<file path="src/ita_pkg.sv">
// Shared types and constants for the indexed triangle area block.
// The front queue, the back sequencer and the square root unit use it.
// Depends on nothing.
package ita_pkg;

  localparam int VERTEX_COUNT = 1024;
  localparam int IDX_W        = $clog2(VERTEX_COUNT);
  localparam int COORD_W      = 16;
  localparam int VTX_W        = 3 * COORD_W;
  localparam int EDGE_W       = COORD_W + 1;
  localparam int PROD_W       = 2 * EDGE_W;
  localparam int MAG_W        = 36;
  localparam int HALF_W       = MAG_W / 2;
  localparam int SUM_W        = 2 * MAG_W;
  localparam int ROOT_W       = 36;
  localparam int AREA_W       = 35;
  localparam int QDEPTH       = 4;
  localparam int QPTR_W       = $clog2(QDEPTH);
  localparam int QCNT_W       = $clog2(QDEPTH + 1);

  typedef enum logic {
    ACT_LOAD  = 1'b0,
    ACT_QUERY = 1'b1
  } action_t;

  typedef struct packed {
    action_t                    action;
    logic [IDX_W-1:0]           addr;
    logic signed [COORD_W-1:0]  x;
    logic signed [COORD_W-1:0]  y;
    logic signed [COORD_W-1:0]  z;
    logic [IDX_W-1:0]           b;
    logic [IDX_W-1:0]           c;
  } cmd_t;

  typedef struct packed {
    logic              valid;
    logic [QCNT_W-1:0] count;
  } q_stat_t;

  typedef struct packed {
    logic              done;
    logic [ROOT_W-1:0] root;
  } sqrt_res_t;

  typedef enum logic [3:0] {
    B_IDLE,
    B_RDB,
    B_RDC,
    B_CAPC,
    B_EDGE,
    B_MUL,
    B_DIFF,
    B_SQ,
    B_ROOT,
    B_DONE
  } back_state_t;

endpackage

</file>
<file path="src/ita_front.sv">
// Front end: accepts input beats, classifies them into commands, queues them.
// Depends on ita_pkg.
module ita_front import ita_pkg::*; (
  input  logic                      clk,
  input  logic                      rst,
  input  logic                      in_valid,
  output logic                      in_stall,
  input  logic                      action,
  input  logic [IDX_W-1:0]          vertex_index,
  input  logic signed [COORD_W-1:0] coord_x,
  input  logic signed [COORD_W-1:0] coord_y,
  input  logic signed [COORD_W-1:0] coord_z,
  input  logic [IDX_W-1:0]          corner_a,
  input  logic [IDX_W-1:0]          corner_b,
  input  logic [IDX_W-1:0]          corner_c,
  input  logic                      pop,
  output cmd_t                      head,
  output q_stat_t                   stat
);

  cmd_t              q [QDEPTH];
  cmd_t              cmd_in;
  logic [QPTR_W-1:0] wr_ptr;
  logic [QPTR_W-1:0] rd_ptr;
  logic [QCNT_W-1:0] count;
  logic              push;
  logic              pop_ok;

  always_comb begin
    cmd_in.action = action_t'(action);
    cmd_in.addr   = (action == ACT_QUERY) ? corner_a : vertex_index;
    cmd_in.x      = coord_x;
    cmd_in.y      = coord_y;
    cmd_in.z      = coord_z;
    cmd_in.b      = corner_b;
    cmd_in.c      = corner_c;
  end

  assign in_stall = (count == QCNT_W'(QDEPTH));
  assign push     = in_valid && !in_stall;
  assign pop_ok   = pop && (count != '0);

  always_ff @(posedge clk) begin
    if (rst) begin
      wr_ptr <= '0;
      rd_ptr <= '0;
      count  <= '0;
    end else begin
      if (push) wr_ptr <= wr_ptr + 1'b1;
      if (pop_ok) rd_ptr <= rd_ptr + 1'b1;
      count <= count + QCNT_W'(push) - QCNT_W'(pop_ok);
    end
  end

  always_ff @(posedge clk) begin
    if (push) q[wr_ptr] <= cmd_in;
  end

  assign head       = q[rd_ptr];
  assign stat.valid = (count != '0);
  assign stat.count = count;

endmodule

</file>
<file path="config.mk">
export PLATFORM = sky130hd
export DESIGN_NAME = ita_front
export DESIGN_NICKNAME = d
export VERILOG_FILES = /design/src/ita_pkg.sv /design/src/ita_front.sv
export SDC_FILE = /design/constraint.sdc
export NUM_CORES = 1
export LEC_CHECK = 0
export BUFFER_PORTS_ARGS = -buffer_cell sky130_fd_sc_hd__buf_2
export CAP_MARGIN = 30
export CORE_UTILIZATION = 57
export DETAILED_ROUTE_END_ITERATION = 10
export PLACE_DENSITY = 0.9
export SLEW_MARGIN = 20
export SYNTH_ARGS = -nofsm -noshare
export SYNTH_HDL_FRONTEND = slang
export SYNTH_SLANG_ARGS = --single-unit
</file>
<file path="constraint.sdc">
create_clock -name clk -period 8.3 [get_ports clk]
set_clock_uncertainty 0.15 [all_clocks]
set_input_delay 0.415 -clock clk [delete_from_list [all_inputs] [get_ports clk]]
set_output_delay 0.415 -clock clk [all_outputs]
set_load 0.01 [all_outputs]
</file>
==> metrics.txt <==
# TYPE chip_impl_metric gauge
chip_impl_info{name="outcome",value="finished clean"} 1
chip_impl_info{name="crit_type",value="flip-flop to primary output"} 1
chip_impl_info{name="timing.critical_path.from_type",value="flip-flop"} 1
chip_impl_metric{name="final_critical_path_setup_slack",unit="ns"} 4.72
chip_impl_metric{name="groute.usage.overall",unit=""} 0.218
chip_impl_metric{name="cts-buffers-inserted",unit=""} 30
chip_impl_metric{name="nets",unit=""} 840
chip_impl_metric{name="critical_path.n_buffers_inverters",unit=""} 2
chip_impl_metric{name="antenna_found_initial",unit=""} 0
chip_impl_metric{name="stdcell_area",unit="mm2"} 0.0148
chip_impl_metric{name="fmaxAchievable",unit="GHz"} 0.279
chip_impl_metric{name="io_buffer_count",unit=""} 176
chip_impl_metric{name="ys_async_sr_fraction",unit=""} 0
chip_impl_metric{name="slew_violations",unit=""} 0
chip_impl_metric{name="start_util",unit=""} 0.585
chip_impl_info{name="top_layer_used",value="met4"} 1
chip_impl_metric{name="dp_worst_setup_slack",unit="ns"} 5.18
chip_impl_metric{name="post_synth_instance_area",unit="mm2"} 0.0120
chip_impl_metric{name="placementRows",unit=""} 52
chip_impl_metric{name="diodes",unit=""} 0
chip_impl_info{name="crit_family",value="buffers and inverters"} 1
chip_impl_metric{name="num_vias",unit=""} 5836
chip_impl_info{name="timing.critical_path.slowest_stage_cell",value="dfxtp_4"} 1
chip_impl_metric{name="drt_iter0_drc",unit=""} 300
chip_impl_metric{name="h-tree-depth",unit=""} 1
chip_impl_info{name="most-common-layout-cells",value="edfxtp_1 (316), buf_2 (176), mux4_2 (79), dlygate4sd3_1 (69), clkbuf_16 (31)"} 1
chip_impl_metric{name="vdd_drop_max",unit="V"} 0.000217
chip_impl_metric{name="ys_warn_count",unit=""} 0
chip_impl_metric{name="horizontal_die_dimension",unit="um"} 147
chip_impl_metric{name="setup_viol",unit=""} 0
chip_impl_info{name="grt_setup_unrepaired",value="no"} 1
chip_impl_metric{name="insertion_delay",unit="ns"} 0.53
chip_impl_metric{name="ios",unit=""} 177
chip_impl_info{name="clock_tree_from_tritoncts",value="yes"} 1
chip_impl_metric{name="area_growth_syn_to_layout",unit="%"} 23.7
chip_impl_metric{name="post_cts_resized",unit=""} 0
chip_impl_metric{name="timing.final.hold_violations",unit=""} 0
chip_impl_metric{name="drc_errors",unit=""} 0
chip_impl_metric{name="vias_in_the_first_global_route",unit=""} 6434
chip_impl_metric{name="cts_sinks",unit=""} 325
chip_impl_metric{name="drt-wirelength-per-cell",unit="um"} 22.5
chip_impl_metric{name="place_congestion",unit=""} 0.746
chip_impl_metric{name="cpPeakStageDelay",unit="ns"} 0.85
chip_impl_metric{name="finalNonFillerCells",unit=""} 1030
chip_impl_metric{name="grt_max_degree",unit=""} 42
chip_impl_metric{name="slew-limit-headroom",unit=""} 0.457
chip_impl_metric{name="cp.required",unit="ns"} 7.74
chip_impl_metric{name="met1Wirelength",unit="um"} 8650
chip_impl_metric{name="final_layout_size_suffix_gt1_frac",unit=""} 0.417
chip_impl_metric{name="powerDensity",unit="mW/mm2"} 290
chip_impl_info{name="synth_ff_type",value="edfxtp_1"} 1
chip_impl_metric{name="coreArea",unit="mm2"} 0.0204
chip_impl_metric{name="met2_wirelength",unit="um"} 12700
chip_impl_info{name="final_common_cell",value="edfxtp_1"} 1
chip_impl_metric{name="drtAntennaViolNets",unit=""} 0
chip_impl_info{name="timing.critical_path.cells",value="buf_4 -> mux4_2 -> buf_2"} 1
chip_impl_metric{name="hpwl",unit="um"} 13500
chip_impl_info{name="worst_hold_path_class",value="input port to flip-flop"} 1
chip_impl_metric{name="number_of_synthesized_flops_with_an_enable_pin",unit=""} 316
chip_impl_metric{name="detail_route.first_pass.iterations",unit=""} 4
chip_impl_metric{name="route.met3.wl",unit="um"} 1500
chip_impl_metric{name="place_inst",unit=""} 909
chip_impl_metric{name="synth-seq-cells",unit=""} 325
chip_impl_metric{name="post_synth_num_cell_types",unit=""} 26
chip_impl_metric{name="wire_length_of_the_first_global_routing_pass",unit="um"} 35400
chip_impl_metric{name="synthesis.nets",unit=""} 573
chip_impl_metric{name="worst_setup_hold_path_clk_slew",unit="ns"} 0.06
chip_impl_metric{name="design_power_total",unit="W"} 0.00429
chip_impl_info{name="clock_tree.root_cell",value="clkbuf_16"} 1
chip_impl_info{name="worst_setup_path_end_kind",value="primary output"} 1
chip_impl_metric{name="max-cap-violations",unit=""} 0
chip_impl_metric{name="dieArea",unit="mm2"} 0.0216
chip_impl_metric{name="cellLeakagePower",unit="nW"} 5.05
chip_impl_metric{name="critical_path_arrival",unit="ns"} 3.02
chip_impl_metric{name="cts.path.max_buffers",unit=""} 3
chip_impl_metric{name="timing_worst_slew_pin_value",unit="ns"} 0.815
chip_impl_metric{name="final.setup.tns",unit="ns"} 0
chip_impl_metric{name="avgSynthCellArea",unit="um2"} 25.3
chip_impl_metric{name="vias_per_cell",unit=""} 5.67
chip_impl_metric{name="placement.cell_area",unit="mm2"} 0.0132
chip_impl_metric{name="die-height",unit="um"} 147
chip_impl_metric{name="globalRouteOverflowTotal",unit=""} 0
chip_impl_metric{name="final_critical_period",unit="ns"} 3.58
chip_impl_metric{name="sequential_fraction_of_the_synthesis_area",unit=""} 0.808
chip_impl_metric{name="cp_max_fo",unit=""} 40
chip_impl_metric{name="synthCells",unit=""} 473
chip_impl_metric{name="routed_wl",unit="um"} 23200
chip_impl_metric{name="finalCritPeriodShare",unit=""} 0.432
chip_impl_metric{name="n_fill_cell",unit=""} 1142
## final cells by class
class	count	area, um2	area share
clock buffers	40	810	0.0547
well taps	270	338	0.0228
clock inverters	12	53.8	0.00364
multi-input cells	122	2160	0.146
inverters	6	22.5	0.00152
flip-flops and latches	325	9680	0.654
repair buffers	255	1730	0.117
## cells by family after synthesis
group,count (synthesis),share of synthesized area
flip-flops,325,0.808
AO/OA/AOI/OAI,4,0.00230
XOR/XNOR,3,0.00220
buffers and inverters,26,0.0120
adder cells (fa/ha/maj),7,0.00795
AND/OR/NAND/NOR,18,0.00816
multiplexers,90,0.159
## through the flow
stage,hold WS [ns],util
after detailed placement,0.392,0.648
after global placement,0.338,0.642
after floorplan,0.332,-
after CTS,0.0737,0.724
final,0.0948,0.724
after global routing,0.0799,0.724
## metal layers
layer,up-vias,GRT usage
met5,-,0
met4,0,0.0490
met3,32,0.0472
met2,233,0.401
met1,3025,0.263
li1,2546,-
## state kept, by name (all words and copies together) (netlist names), named ones only
register	count
wr_ptr	2
count	3
q	316
rd_ptr	2
## power by group
part           switching [W]  total (W)  internal, W
logic               0.000476   0.000965     0.000490
clock network       0.000544    0.00122     0.000677
registers           0.000113    0.00211      0.00199
total                0.00113    0.00429      0.00316
## synth_stat cells, types with 2 or more instances
cell type	instances	area share
inv_1	6	0.0019
buf_2	9	0.0038
or3_1	2	0.0010
mux4_2	79	0.15
mux2_2	10	0.0094
nand2b_1	2	0.0010
nor2_1	6	0.0019
ha_1	6	0.0063
and2_1	5	0.0026
clkbuf_1	8	0.0025
xor2_1	2	0.0015
edfxtp_1	316	0.79
dfxtp_1	9	0.015
## worst paths after layout
check / startpoint / endpoint / slack [ns] / depth (start not counted)
setup / recovery: flip-flop / head[50] / 4.72 / 3
hold / removal: corner_a[2] / q[2][70] / 0.09 / 2
setup reg to reg: count[2] / count[2] / 5.25 / 11
hold reg to reg: wr_ptr[0] / wr_ptr[0] / 0.41 / 2
## what timing repair did
action,in CTS,in global routing
buffers inserted,0,0
hold endpoints to repair,280,0
hold buffers,69,0
(Power assumes the default switching activity.)
